<file path="config.mk">
export PLATFORM = sky130hd
export DESIGN_NAME = cyclic_automaton_generation
export DESIGN_NICKNAME = d
export VERILOG_FILES = /design/src/hdl/cag_pkg.sv /design/src/hdl/cag_ram.sv /design/src/hdl/cag_position.sv /design/src/hdl/cag_window.sv /design/src/hdl/cyclic_automaton_generation.sv
export SDC_FILE = /design/constraint.sdc
export NUM_CORES = 1
export LEC_CHECK = 0
export BUFFER_PORTS_ARGS = -buffer_cell sky130_fd_sc_hd__clkbuf_2
export CORE_ASPECT_RATIO = 0.9
export CORE_MARGIN = 2
export CORE_UTILIZATION = 50
export CTS_CLUSTER_SIZE = 8
export DETAILED_ROUTE_END_ITERATION = 8
export PLACE_DENSITY = 0.68
export RECOVER_POWER = 25
export SLEW_MARGIN = 5
export SYNTH_ARGS = -nofsm -noshare
export SYNTH_HDL_FRONTEND = slang
export SYNTH_SLANG_ARGS = --single-unit
</file>
<file path="constraint.sdc">
create_clock -name clk -period 6.3 [get_ports clk]
set_clock_uncertainty 0.15 [all_clocks]
set_input_delay 0.945 -clock clk [delete_from_list [all_inputs] [get_ports clk]]
set_output_delay 0.945 -clock clk [all_outputs]
set_load 0.005 [all_outputs]
</file>
<file path="src/hdl/cag_pkg.sv">
`default_nettype none
// ----------------------------------------------------------------------------
// cag_pkg
// Shared constants, types and functions of the cyclic automaton generation
// block: grid limits, widths, register indexes and the predator rule.
// ----------------------------------------------------------------------------
package cag_pkg;

	localparam int MAX_COLS   = 128;
	localparam int MAX_ROWS   = 128;
	localparam int LINE_DEPTH = MAX_COLS + 2;
	localparam int ADDR_W     = $clog2(LINE_DEPTH);
	localparam int MAX_SIDE   = (MAX_COLS > MAX_ROWS) ? MAX_COLS : MAX_ROWS;
	localparam int POS_W      = $clog2(MAX_SIDE + 3);

	localparam int COLOR_W    = 2;
	localparam int LINE_W     = 2 * COLOR_W;
	localparam int IDX_W      = 7;
	localparam int REG_W      = 8;
	localparam int THR_W      = 4;
	localparam int CFG_IDX_W  = 2;
	localparam int NCOUNT_W   = 4;

	typedef logic [COLOR_W-1:0] color_t;

	localparam color_t COLOR_NONE  = 2'd0;
	localparam color_t COLOR_ONE   = 2'd1;
	localparam color_t COLOR_TWO   = 2'd2;
	localparam color_t COLOR_THREE = 2'd3;

	typedef enum logic [CFG_IDX_W-1:0] {
		REG_GRID_COLS  = 2'd0,
		REG_GRID_ROWS  = 2'd1,
		REG_THRESHOLD  = 2'd2
	} reg_index_t;

	// Position of the request just accepted, as seen by the datapath.
	typedef struct packed {
		logic              live;
		logic              produce;
		logic [ADDR_W-1:0] addr;
		logic [IDX_W-1:0]  row;
		logic [IDX_W-1:0]  col;
		logic              last;
	} pos_t;

	function automatic color_t predator_of(input color_t c);
		color_t p;
		case (c)
			COLOR_ONE: p = COLOR_THREE;
			COLOR_TWO: p = COLOR_ONE;
			default:   p = COLOR_TWO;
		endcase
		return p;
	endfunction

	// Zero acts as one, values beyond the grid limit act as the limit.
	function automatic logic [POS_W-1:0] clamp_size(input logic [REG_W-1:0] v,
			input int limit);
		logic [POS_W-1:0] r;
		if (v == '0)
			r = POS_W'(1);
		else if (int'(v) > limit)
			r = POS_W'(limit);
		else
			r = POS_W'(v);
		return r;
	endfunction

endpackage
`default_nettype wire

</file>
<file path="src/hdl/cag_ram.sv">
`default_nettype none
// ----------------------------------------------------------------------------
// cag_ram
// Generic single-write, single-read synchronous RAM with a registered read.
// The read data holds while no read is issued.
// ----------------------------------------------------------------------------
module cag_ram #(
	parameter int WIDTH = 4,
	parameter int DEPTH = 130
) (
	input  wire                      clk,
	input  wire                      we,
	input  wire  [$clog2(DEPTH)-1:0] waddr,
	input  wire  [WIDTH-1:0]         wdata,
	input  wire                      re,
	input  wire  [$clog2(DEPTH)-1:0] raddr,
	output logic [WIDTH-1:0]         rdata
);

	logic [WIDTH-1:0] mem_q [DEPTH];

	always_ff @(posedge clk) begin
		if (we)
			mem_q[waddr] <= wdata;
		if (re)
			rdata <= mem_q[raddr];
	end

endmodule
`default_nettype wire

</file>
<file path="src/hdl/cag_position.sv">
`default_nettype none
// ----------------------------------------------------------------------------
// cag_position
// Padded row and column counters. Decodes the position of each accepted
// request, whether it lies inside the frame and whether it yields a result.
// ----------------------------------------------------------------------------
module cag_position (
	input  wire                         clk,
	input  wire                         arst_n,
	input  wire                         accept,
	input  wire                         frame_start,
	input  wire  [cag_pkg::POS_W-1:0]   cols,
	input  wire  [cag_pkg::POS_W-1:0]   rows,
	output cag_pkg::pos_t               pos
);

	localparam int PW = cag_pkg::POS_W;

	logic [PW-1:0] col_q, row_q;
	logic [PW-1:0] c0, r0, c1, r1, cn;
	logic [PW-1:0] cols_end, rows_end;

	always_comb begin
		cols_end = cols + PW'(2);
		rows_end = rows + PW'(2);
		c0 = frame_start ? '0 : col_q;
		r0 = frame_start ? '0 : row_q;
		// A row that is already complete under the current width wraps first.
		if (c0 >= cols_end) begin
			c1 = '0;
			r1 = r0 + PW'(1);
		end else begin
			c1 = c0;
			r1 = r0;
		end
		cn = c1 + PW'(1);
		pos.live    = r1 < rows_end;
		pos.produce = pos.live && (r1 >= PW'(2)) && (c1 >= PW'(2)) && (c1 < cols_end);
		pos.addr    = cag_pkg::ADDR_W'(c1);
		pos.row     = cag_pkg::IDX_W'(r1 - PW'(2));
		pos.col     = cag_pkg::IDX_W'(c1 - PW'(2));
		pos.last    = (r1 == rows + PW'(1)) && (c1 == cols + PW'(1));
	end

	always_ff @(posedge clk or negedge arst_n) begin
		if (!arst_n) begin
			col_q <= '0;
			row_q <= '0;
		end else if (accept) begin
			if (!pos.live) begin
				col_q <= c1;
				row_q <= r1;
			end else if (cn >= cols_end) begin
				col_q <= '0;
				row_q <= r1 + PW'(1);
			end else begin
				col_q <= cn;
				row_q <= r1;
			end
		end
	end

endmodule
`default_nettype wire

</file>
<file path="src/hdl/cag_window.sv">
`default_nettype none
// ----------------------------------------------------------------------------
// cag_window
// 3x3 neighborhood window, the cyclic conversion rule and the output
// register of the result channel.
// ----------------------------------------------------------------------------
module cag_window (
	input  wire                           clk,
	input  wire                           arst_n,
	input  wire                           step,
	input  wire  [cag_pkg::COLOR_W-1:0]   up,
	input  wire  [cag_pkg::COLOR_W-1:0]   mid,
	input  wire  [cag_pkg::COLOR_W-1:0]   color,
	input  wire                           produce,
	input  wire  [cag_pkg::IDX_W-1:0]     row,
	input  wire  [cag_pkg::IDX_W-1:0]     col,
	input  wire                           last,
	input  wire  [cag_pkg::THR_W-1:0]     threshold,
	input  wire                           out_stall,
	output logic                          out_valid,
	output logic [cag_pkg::COLOR_W-1:0]   next_color,
	output logic [cag_pkg::IDX_W-1:0]     cell_row,
	output logic [cag_pkg::IDX_W-1:0]     cell_col,
	output logic                          frame_last
);

	// Window rows are top, middle, bottom; columns are left, center, right.
	cag_pkg::color_t win_q [3][3];
	cag_pkg::color_t nb [8];
	cag_pkg::color_t centre, pred, result;
	logic [cag_pkg::NCOUNT_W-1:0] hits;

	always_comb begin
		// Neighbors of the window as it stands after this shift.
		nb[0] = win_q[0][1];
		nb[1] = win_q[0][2];
		nb[2] = up;
		nb[3] = win_q[1][1];
		nb[4] = mid;
		nb[5] = win_q[2][1];
		nb[6] = win_q[2][2];
		nb[7] = color;
		centre = win_q[1][2];
		pred   = cag_pkg::predator_of(centre);
		hits   = '0;
		for (int i = 0; i < 8; i++)
			hits = hits + cag_pkg::NCOUNT_W'(nb[i] == pred);
		if (centre == cag_pkg::COLOR_NONE)
			result = cag_pkg::COLOR_NONE;
		else if (hits >= threshold)
			result = pred;
		else
			result = centre;
	end

	always_ff @(posedge clk or negedge arst_n) begin
		if (!arst_n) begin
			for (int r = 0; r < 3; r++)
				for (int c = 0; c < 3; c++)
					win_q[r][c] <= cag_pkg::COLOR_NONE;
		end else if (step) begin
			for (int r = 0; r < 3; r++) begin
				win_q[r][0] <= win_q[r][1];
				win_q[r][1] <= win_q[r][2];
			end
			win_q[0][2] <= up;
			win_q[1][2] <= mid;
			win_q[2][2] <= color;
		end
	end

	always_ff @(posedge clk or negedge arst_n) begin
		if (!arst_n)
			out_valid <= 1'b0;
		else if (step)
			out_valid <= produce;
		else if (!out_stall)
			out_valid <= 1'b0;
	end

	always_ff @(posedge clk) begin
		if (step) begin
			next_color <= result;
			cell_row   <= row;
			cell_col   <= col;
			frame_last <= last;
		end
	end

endmodule
`default_nettype wire

</file>
<file path="src/hdl/cyclic_automaton_generation.sv">
`default_nettype none
// ----------------------------------------------------------------------------
// cyclic_automaton_generation
// One generation of a three-color cyclic automaton with a Moore
// neighborhood over a zero-bordered grid streamed in raster order.
// ----------------------------------------------------------------------------
//  channel  handshake            payload
//  in       in_valid, in_stall   cell_color, frame_start
//  out      out_valid, out_stall next_color, cell_row, cell_col, frame_last
//  config   cfg_we               cfg_index, cfg_data
//
// One request is accepted per cycle unless in_stall is high; the result of
// the request that completes its window passes the registered line buffer
// read and the output register. The line buffer RAM is read at accept and
// written back at step, with forwarding for back-to-back hits on the same
// column. in_stall rises only while a result is held by out_stall.
// Reset clears counters, window and valids; no clearing pass is needed.
// ----------------------------------------------------------------------------
module cyclic_automaton_generation (
	input  wire                              clk,
	input  wire                              arst_n,
	input  wire                              cfg_we,
	input  wire  [cag_pkg::CFG_IDX_W-1:0]    cfg_index,
	input  wire  [cag_pkg::REG_W-1:0]        cfg_data,
	input  wire                              in_valid,
	output logic                             in_stall,
	input  wire  [cag_pkg::COLOR_W-1:0]      cell_color,
	input  wire                              frame_start,
	output logic                             out_valid,
	input  wire                              out_stall,
	output logic [cag_pkg::COLOR_W-1:0]      next_color,
	output logic [cag_pkg::IDX_W-1:0]        cell_row,
	output logic [cag_pkg::IDX_W-1:0]        cell_col,
	output logic                             frame_last
);

	localparam int CW = cag_pkg::COLOR_W;

	logic [cag_pkg::REG_W-1:0] grid_cols_q, grid_rows_q;
	logic [cag_pkg::THR_W-1:0] threshold_q;
	logic [cag_pkg::POS_W-1:0] cols, rows;

	cag_pkg::pos_t pos;
	logic accept, advance, step;

	logic                       valid_s1, produce_s1, last_s1, fwd_s1;
	cag_pkg::color_t            color_s1;
	logic [cag_pkg::ADDR_W-1:0] addr_s1;
	logic [cag_pkg::IDX_W-1:0]  row_s1, col_s1;
	logic [cag_pkg::LINE_W-1:0] fwd_data_s1, rd_data, line_data, wr_data;

	always_ff @(posedge clk or negedge arst_n) begin
		if (!arst_n) begin
			grid_cols_q <= cag_pkg::REG_W'(120);
			grid_rows_q <= cag_pkg::REG_W'(80);
			threshold_q <= cag_pkg::THR_W'(3);
		end else if (cfg_we) begin
			case (cfg_index)
				cag_pkg::REG_GRID_COLS: grid_cols_q <= cfg_data;
				cag_pkg::REG_GRID_ROWS: grid_rows_q <= cfg_data;
				cag_pkg::REG_THRESHOLD: threshold_q <= cfg_data[cag_pkg::THR_W-1:0];
				default: ;
			endcase
		end
	end

	assign cols = cag_pkg::clamp_size(grid_cols_q, cag_pkg::MAX_COLS);
	assign rows = cag_pkg::clamp_size(grid_rows_q, cag_pkg::MAX_ROWS);

	assign advance  = !out_valid || !out_stall;
	assign in_stall = valid_s1 && !advance;
	assign accept   = in_valid && !in_stall;
	assign step     = valid_s1 && advance;

	cag_position u_position (
		.clk         (clk),
		.arst_n      (arst_n),
		.accept      (accept),
		.frame_start (frame_start),
		.cols        (cols),
		.rows        (rows),
		.pos         (pos)
	);

	// Line buffer entry: upper half holds the row above, lower half the middle row.
	assign line_data = fwd_s1 ? fwd_data_s1 : rd_data;
	assign wr_data   = {line_data[CW-1:0], color_s1};

	cag_ram #(
		.WIDTH (cag_pkg::LINE_W),
		.DEPTH (cag_pkg::LINE_DEPTH)
	) u_line_ram (
		.clk   (clk),
		.we    (step),
		.waddr (addr_s1),
		.wdata (wr_data),
		.re    (accept),
		.raddr (pos.addr),
		.rdata (rd_data)
	);

	always_ff @(posedge clk or negedge arst_n) begin
		if (!arst_n)
			valid_s1 <= 1'b0;
		else if (accept)
			valid_s1 <= pos.live;
		else if (advance)
			valid_s1 <= 1'b0;
	end

	always_ff @(posedge clk) begin
		if (accept) begin
			color_s1    <= cell_color;
			addr_s1     <= pos.addr;
			produce_s1  <= pos.produce;
			row_s1      <= pos.row;
			col_s1      <= pos.col;
			last_s1     <= pos.last;
			// The RAM returns stale data when the entry is written this cycle.
			fwd_s1      <= step && (addr_s1 == pos.addr);
			fwd_data_s1 <= wr_data;
		end
	end

	cag_window u_window (
		.clk        (clk),
		.arst_n     (arst_n),
		.step       (step),
		.up         (line_data[2*CW-1:CW]),
		.mid        (line_data[CW-1:0]),
		.color      (color_s1),
		.produce    (produce_s1),
		.row        (row_s1),
		.col        (col_s1),
		.last       (last_s1),
		.threshold  (threshold_q),
		.out_stall  (out_stall),
		.out_valid  (out_valid),
		.next_color (next_color),
		.cell_row   (cell_row),
		.cell_col   (cell_col),
		.frame_last (frame_last)
	);

endmodule
`default_nettype wire

</file>
* After elaboration in Yosys (flattened, before gate mapping)
Memory sizes are Yosys's and may differ from the RTL's. A register that Yosys moved wholly into a read port is not among the register bits.
Index checks and enable logic that the tools add are counted.
** Storage, ports and cells
- Output and inout port bits :: 19
- Flip-flop bits (word level) :: 98
- Bits in read-only memories :: 0
- Bits in latches :: 0
- Memories kept :: 1
- Logic and storage cells :: 109
- Memory bits (writable) :: 520
** Memory list
- u_line_ram.mem_q :: depth 130, width 4, rd ports 1, clocked after Yosys merged registers in 1, write ports 1, line cag_ram.sv:20 : logic [WIDTH-1:0] mem_q [DEPTH];
** Operators by class
- Mux-type cells :: 21
- Reductions and logical operators :: 21
- Shifts and indexed selects :: 0
- Div/mod/pow operators :: 0
- Add/subtract/negate cells :: 16
- Magnitude comparators :: 9
- $mul :: 0
- Equality and inequality tests :: 16
- Bitwise gates (word level) :: 0
** Operator list (number)
- 2-to-1 mux 8 bit :: 12
- adder 8 x 1 -> 8 bit, second input constant :: 5
- adder 4 x 1 -> 4 bit :: 6
- equality test 8 bit :: 3
- adder 8 x 2 -> 8 bit, second input constant :: 2
- equality test 2 bit :: 8
- greater-or-equal comparator 8 x 2 -> 1 bit, second input constant :: 2
- greater-or-equal comparator 8 bit :: 2
- greater-than comparator 8 bit, second input constant :: 2
- zero test 8 bit :: 2
- < comparator 8 bit :: 2
- subtractor 7 x 2 -> 7 bit, second input constant :: 2
- logical AND 1 bit :: 8
- 2-to-1 mux 1 bit :: 6
- AND reduction 2 bit :: 3
- equality test 2 x 1 -> 1 bit, second input constant :: 2
- equality test 2 bit, second input constant :: 2
- greater-or-equal comparator 4 bit :: 1
- zero test 1 bit :: 4
- zero test 2 bit :: 2
- 2-to-1 mux 4 bit :: 1
- one-hot mux 2 bit (2 select lines) :: 1
- adder 1 x 1 -> 2 bit :: 1
- 2-to-1 mux 2 bit :: 1
- other kinds (3) :: 3

* Longest topological paths before layout
- Depth in word-level cells :: 12
- Depth in mapped cells :: 31
- Mapped depth without buffers :: 24

* Modules after synthesis
A second synthesis with hierarchy kept.
** Second synthesis, totals
- Cell total of the unflattened synthesis :: 1824
- Area total of the unflattened synthesis :: 28089.4 µm²
** By module, submodules not included
- cag_ram :: cells each 1187, sequential area each 15735.1 µm², instances 1, area an instance 21446.8 µm²
- cag_position :: cells each 407, sequential area each 400.4 µm², instances 1, area an instance 3109.2 µm²
- cyclic_automaton_generation :: cells each 119, sequential area each 1466.4 µm², instances 1, area an instance 2014.4 µm²
- cag_window :: cells each 111, sequential area each 835.8 µm², instances 1, area an instance 1519.0 µm²

* Worst setup path after synthesis
Ideal clock, no wire load.
- Path kind :: in2reg
- Start point :: input frame_start
- End point :: register u_position.row_q[7]
- Slack :: -0.453 ns
- Data arrival time :: 6.477 ns
- Library setup time :: 0.126 ns
- Cell stages on the path :: 30
- Required time :: 6.024 ns
- Path through :: clkbuf_1 -> nor2b_1 -> clkbuf_1 -> inv_2 -> clkbuf_1 -> buf_2 -> buf_1 -> ha_1 -> nor2b_1 -> o21ai_0 -> a31oi_1 -> a21oi_1 -> o21a_2 -> nor2_1 -> buf_2 -> buf_2 -> ha_1 -> nand2_1 -> xnor2_1 -> nor2_1 -> ha_1 -> a21oi_1 -> o21ai_0 -> a31o_2 -> and3_1 -> nor3_1 -> buf_2 -> nor3_2 -> and3_1 -> a221o_1
** RTL lines
- start: declaration :: line cyclic_automaton_generation.sv:28 : input wire frame_start,
- end signal: assignment :: line cag_position.sv:52 : row_q <= r1;
- end signal: assignment :: line cag_position.sv:55 : row_q <= r1 + PW'(1);
- end signal: assignment :: line cag_position.sv:58 : row_q <= r1;
- end: declaration :: line cag_position.sv:19 : logic [PW-1:0] col_q, row_q;

* Final worst setup path
- Start point :: register grid_cols_q[7] in the netlist's numbering
- End point :: register u_position.row_q[7]
** Between the ends
- Longest elaborated chain between the ends :: 10
** Ends and longest elaborated chain
- start: declaration :: line cyclic_automaton_generation.sv:39 : logic [cag_pkg::REG_W-1:0] grid_cols_q, grid_rows_q;
- start signal: assignment :: line cyclic_automaton_generation.sv:54 : grid_cols_q <= cag_pkg::REG_W'(120);
- start signal: assignment :: line cyclic_automaton_generation.sv:59 : cag_pkg::REG_GRID_COLS: grid_cols_q <= cfg_data;
- greater-than comparator 8 bit :: line cag_pkg.sv:63 : else if (int'(v) > limit)
- 2-to-1 mux 8 bit :: line cag_pkg.sv:63
- 2-to-1 mux 8 bit (*) :: line cag_pkg.sv:61 : if (v == '0)
- adder 8 x 2 -> 8 bit (*) :: line cag_position.sv:24 : cols_end = cols + PW'(2);
- greater-or-equal comparator 8 bit :: line cag_position.sv:29 : if (c0 >= cols_end) begin
- 2-to-1 mux 8 bit :: line cag_position.sv:29
- adder 8 x 1 -> 8 bit :: line cag_position.sv:36 : cn = c1 + PW'(1);
- greater-or-equal comparator 8 bit :: line cag_position.sv:53 : end else if (cn >= cols_end) begin
- 2-to-1 mux 8 bit :: line cag_position.sv:53
- 2-to-1 mux 8 bit (*) :: line cag_position.sv:50 : if (!pos.live) begin
Every way passes the cells marked *; elsewhere a longest branch is shown, timed or not.
A chain may end at the register's enable or synchronous reset.

==> results.md <==
- Count of endpoints failing setup in the final report: 0
- Most frequent cell after synthesis: sky130_fd_sc_hd__edfxtp_1
- Number of vias in the routed layout: about 18000
- Share of the yosys chip area belonging to registers: 66.23%
- Class of the tightest hold or removal check: reg2reg
- Area delta synth->final: 12.68%
- Antenna Nets Post-Route: 0
- Violations in the final reports: capacitance limit, slew limit
- Quantity of I/O buffers inserted on ports: 36
- Final layout net count: 2226
- Chip Height: 227.7 um
- Launch point of the worst hold path: col_s1[2]
- Worst skew pair latency: 0.64 ns
- Period Utilization, post-route: between 90% and 100%
- Cell leakage power: 0.01094 uW
- IO Count: 37
- Core area: roughly 55000 sq um
- 1st-pass router iterations: 6
- Post-synth top flop: sky130_fd_sc_hd__edfxtp_1
- Critical Path Sink Type: register
- Number of buffers inserted for hold repair after clock tree synthesis: 0
- Post-layout min period: around 5.7 ns
- Routability cong.: 0.9815
- Setup slack at placement: roughly 0.26 ns
- Number of rows created at floorplan: a little over 80
- DRC marker count from the first detailed-route iteration: approximately 2200
- Setup slack after layout: roughly 0.56 ns
- Net count after synthesis: 2146
- Root Driver: sky130_fd_sc_hd__clkbuf_16
- CTS tree: built
- Clk buf depth: 3
- Setup repair after global routing missed its margin: no
- Biggest area consumer among synthesized cells: sky130_fd_sc_hd__edfxtp_1
- Highest net fanout along the worst path: 11
- Detailed-route vias per instance: around 6.4
- DIE AREA: about 57000 sq um
- Arrival time at the worst endpoint: about 6.1 ns
- Worst Hold Endpoint: u_window.cell_col[2]
- Average cell area after synthesis: ~13 sq um
- Horizontal die dimension: ~250 um
- Antenna diode count: 0
- Global route overflow: 0
- Number of setup buffers added after CTS: 0
- Total clock sinks: 621
- Routed len/inst: about 28 um
- Power Dens Cells: 394.8 nW/um^2
- Top cells by area, synth: sky130_fd_sc_hd__edfxtp_1, sky130_fd_sc_hd__mux2i_1, sky130_fd_sc_hd__dfrtp_1
- Slew Limit Fails: approximately 340
- Flop2flop setup slack: 0.56 ns
- Setup TNS after final layout: 0 ns
- Gr usage total: between 20% and 30%
- Total standard cell area after synthesis: 27790 sq um
- Number of maximum-capacitance violations: 6
- Effective utilization at floorplan: around 51%
- Total of warnings raised by yosys: 0
- Hold Violations, Final: 0
- Fmax achieved: 174.2 MHz
- Max VDD drop: around 0.25 mV
- Depth of the worst register-to-register path: 25
- Wire length reported by the detailed router: between 70000 and 80000 um
- Hpwl dp: 50390 um
- Global-route wire length before repair: 117400 um
- RR Startpoint: grid_cols_q[7]
- Area fraction of the dominant cell type after synthesis: 61.69%
- Maximum level of the CTS H-tree: 3
- Cell depth of the worst hold path: 0
- Share of synthesized flip-flops with an asynchronous set or reset: under 10%
- Critical R2R Capture: u_position.row_q[7]
- Post-synth EDFFs: between 500 and 600
- Max transition margin: -81.41%
- Layout filler cell count: roughly 4300
- Cts repair resizes: 0
- Post-synthesis cell type count: between 80 and 90
- Largest net degree at the start of global routing: 90
- Worst Setup Start Kind: register
- Fraction of layout instances using a drive strength above 1: between 10% and 20%
- Least-Margin Pin Slew: approximately 2.7 ns
- Clock-pin transition on the worst setup and hold timing paths: around 0.050 ns
- Status: finished, violations left
- Antenna violations before repair: 0
- Kind of critical path: reg2reg
- Number of global-route vias before repair: approximately 18000
- Data required, critical path: between 6 and 7 ns
- DRC viols: 0
- TritonCTS buffer count: between 80 and 90
- Count of mapped cells out of synthesis: 2078
- Leading cell types by count after synthesis: sky130_fd_sc_hd__edfxtp_1, sky130_fd_sc_hd__nor2_1, sky130_fd_sc_hd__nand2_1, sky130_fd_sc_hd__mux2i_1, sky130_fd_sc_hd__a21oi_1
- Post-synthesis sequential element count: between 600 and 700
cell usage in the layout (no fill, tap or decap), types with 6 or more instances in the layout:
cell type,n
sky130_fd_sc_hd__nand3b_1,6
sky130_fd_sc_hd__a31oi_1,22
sky130_fd_sc_hd__a22oi_1,8
sky130_fd_sc_hd__xnor2_1,42
sky130_fd_sc_hd__edfxtp_1,571
sky130_fd_sc_hd__nor2b_1,23
sky130_fd_sc_hd__dfrtp_1,41
sky130_fd_sc_hd__mux2i_1,120
sky130_fd_sc_hd__ha_1,46
sky130_fd_sc_hd__nand3_1,70
sky130_fd_sc_hd__or3_1,7
sky130_fd_sc_hd__o211ai_1,14
sky130_fd_sc_hd__o22ai_1,11
sky130_fd_sc_hd__nand2_1,210
sky130_fd_sc_hd__nand4_1,11
sky130_fd_sc_hd__nand2b_1,11
sky130_fd_sc_hd__buf_4,57
sky130_fd_sc_hd__o221ai_1,17
sky130_fd_sc_hd__mux2_2,53
sky130_fd_sc_hd__clkbuf_2,20
sky130_fd_sc_hd__a21oi_1,97
sky130_fd_sc_hd__nor2_1,219
sky130_fd_sc_hd__xor2_1,24
sky130_fd_sc_hd__nor4_1,14
sky130_fd_sc_hd__inv_1,37
sky130_fd_sc_hd__clkbuf_1,37
sky130_fd_sc_hd__a221oi_1,10
sky130_fd_sc_hd__dfstp_2,8
sky130_fd_sc_hd__and3_1,13
sky130_fd_sc_hd__nor3_1,17
sky130_fd_sc_hd__a211oi_1,20
sky130_fd_sc_hd__o22a_1,8
sky130_fd_sc_hd__o21a_1,6
sky130_fd_sc_hd__a2111oi_0,6
sky130_fd_sc_hd__mux4_2,15
sky130_fd_sc_hd__o21ai_0,67
sky130_fd_sc_hd__clkbuf_16,90
sky130_fd_sc_hd__a21o_1,7
sky130_fd_sc_hd__o31ai_1,6
through the flow:
| stage | instances | hold slack [ns] | cell area, sq um | power [uW] | util (%) |
|---|---|---|---|---|---|
| 6_report | 2887 | 0.2660 | 31320 | 12360 | 57.33 |
| 5_1_grt | 2887 | 0.2756 | 31320 | 12850 | 57.33 |
| 4_1_cts | 2887 | 0.09655 | 31350 | 12390 | 57.40 |
| 3_5_place_dp | 2773 | 0.2545 | 28890 | 8128 | 52.89 |
| 3_3_place_gp | 2773 | 0.2514 | 28890 | 8059 | 52.89 |
| 2_1_floorplan | 2078 | 0.2503 | 27810 | 7101 | - |
critical path, stage by stage, from the launching register on:
cell	delay, ns
sky130_fd_sc_hd__dfrtp_1	0.46
sky130_fd_sc_hd__nor2b_1	0.32
sky130_fd_sc_hd__ha_1	0.31
sky130_fd_sc_hd__inv_1	0.16
sky130_fd_sc_hd__ha_1	0.27
sky130_fd_sc_hd__a21oi_1	0.11
sky130_fd_sc_hd__o21ai_0	0.12
sky130_fd_sc_hd__a31oi_1	0.29
sky130_fd_sc_hd__a21oi_1	0.22
sky130_fd_sc_hd__o21a_2	0.35
sky130_fd_sc_hd__nor2_2	0.18
sky130_fd_sc_hd__ha_1	0.22
sky130_fd_sc_hd__nand2_1	0.08
sky130_fd_sc_hd__xnor2_1	0.16
sky130_fd_sc_hd__nor2_1	0.08
sky130_fd_sc_hd__ha_1	0.30
sky130_fd_sc_hd__nand2_1	0.05
sky130_fd_sc_hd__o21ai_0	0.17
sky130_fd_sc_hd__a31o_2	0.20
sky130_fd_sc_hd__o21ai_0	0.07
sky130_fd_sc_hd__a2111oi_0	0.41
sky130_fd_sc_hd__nor3_1	0.09
sky130_fd_sc_hd__buf_4	0.20
sky130_fd_sc_hd__nor3_2	0.23
sky130_fd_sc_hd__a31oi_1	0.12
sky130_fd_sc_hd__a221o_1	0.28
power breakdown:
group	leakage [uW]	internal (uW)	switching, uW
Clock	0.00119	2580	1700
Combinational	0.00400	1160	2010
Sequential	0.00574	4800	115
how the worst max path moves through the flow:
stage | startpoint | end | slack (ns) | cells past startpoint
global route | grid_cols_q[7] | u_position.row_q[1] | 0.008 | 25
CTS | grid_cols_q[2] | u_position.row_q[1] | 0.63 | 25
finish | grid_cols_q[7] | u_position.row_q[7] | 0.56 | 25
detailed placement | frame_start | u_position.row_q[7] | 0.26 | 26
floorplan | frame_start | u_position.row_q[7] | 0.002 | 30
global placement | frame_start | u_position.row_q[1] | 0.25 | 26
flip-flops by register name, summed over array words and instances, names as in the netlist, 2 cells and up:
signal / count
u_line_ram.mem_q: 520
u_window.nb: 10
addr_s1: 8
grid_cols_q: 8
grid_rows_q: 8
u_position.col_q: 8
u_position.row_q: 8
row_s1: 7
u_window.cell_col: 7
u_window.cell_row: 7
col_s1: 6
fwd_data_s1: 4
threshold_q: 4
u_line_ram.rdata: 4
color_s1: 2
u_window.centre: 2
u_window.next_color: 2
cell type report:
cell class	count	area, sq um	share of cell area (%)
flip-flops and latches	621	18410	58.79
inverters	46	177.7	0.5673
clock buffers	108	2340	7.471
multi-input cells	1303	8775	28.02
clock inverters	6	123.9	0.3955
well taps	705	882.1	2.817
repair buffers	98	606.8	1.938
metal layers:
metal,routed length (um),GRT usage [%],vias to the layer above
met3,8179,6.662,211
li1,-,-,7998
met2,36220,43.63,1044
met1,31960,38.05,9203
met5,0,0,-
met4,3253,11.55,0
logic make-up (layout without fill, tap and decap cells):
logic type	Yosys count	after routing	share of synthesized area, %
XOR/XNOR	66	66	2.080
AND/OR/NAND/NOR	632	632	10.26
buffers and inverters	154	258	2.323
flip-flops	621	621	66.23
adder cells (fa/ha/maj)	50	50	2.359
multiplexers	191	191	7.824
AO/OA/AOI/OAI	364	364	8.918
No activity file was read; power rests on OpenSTA's default activity.
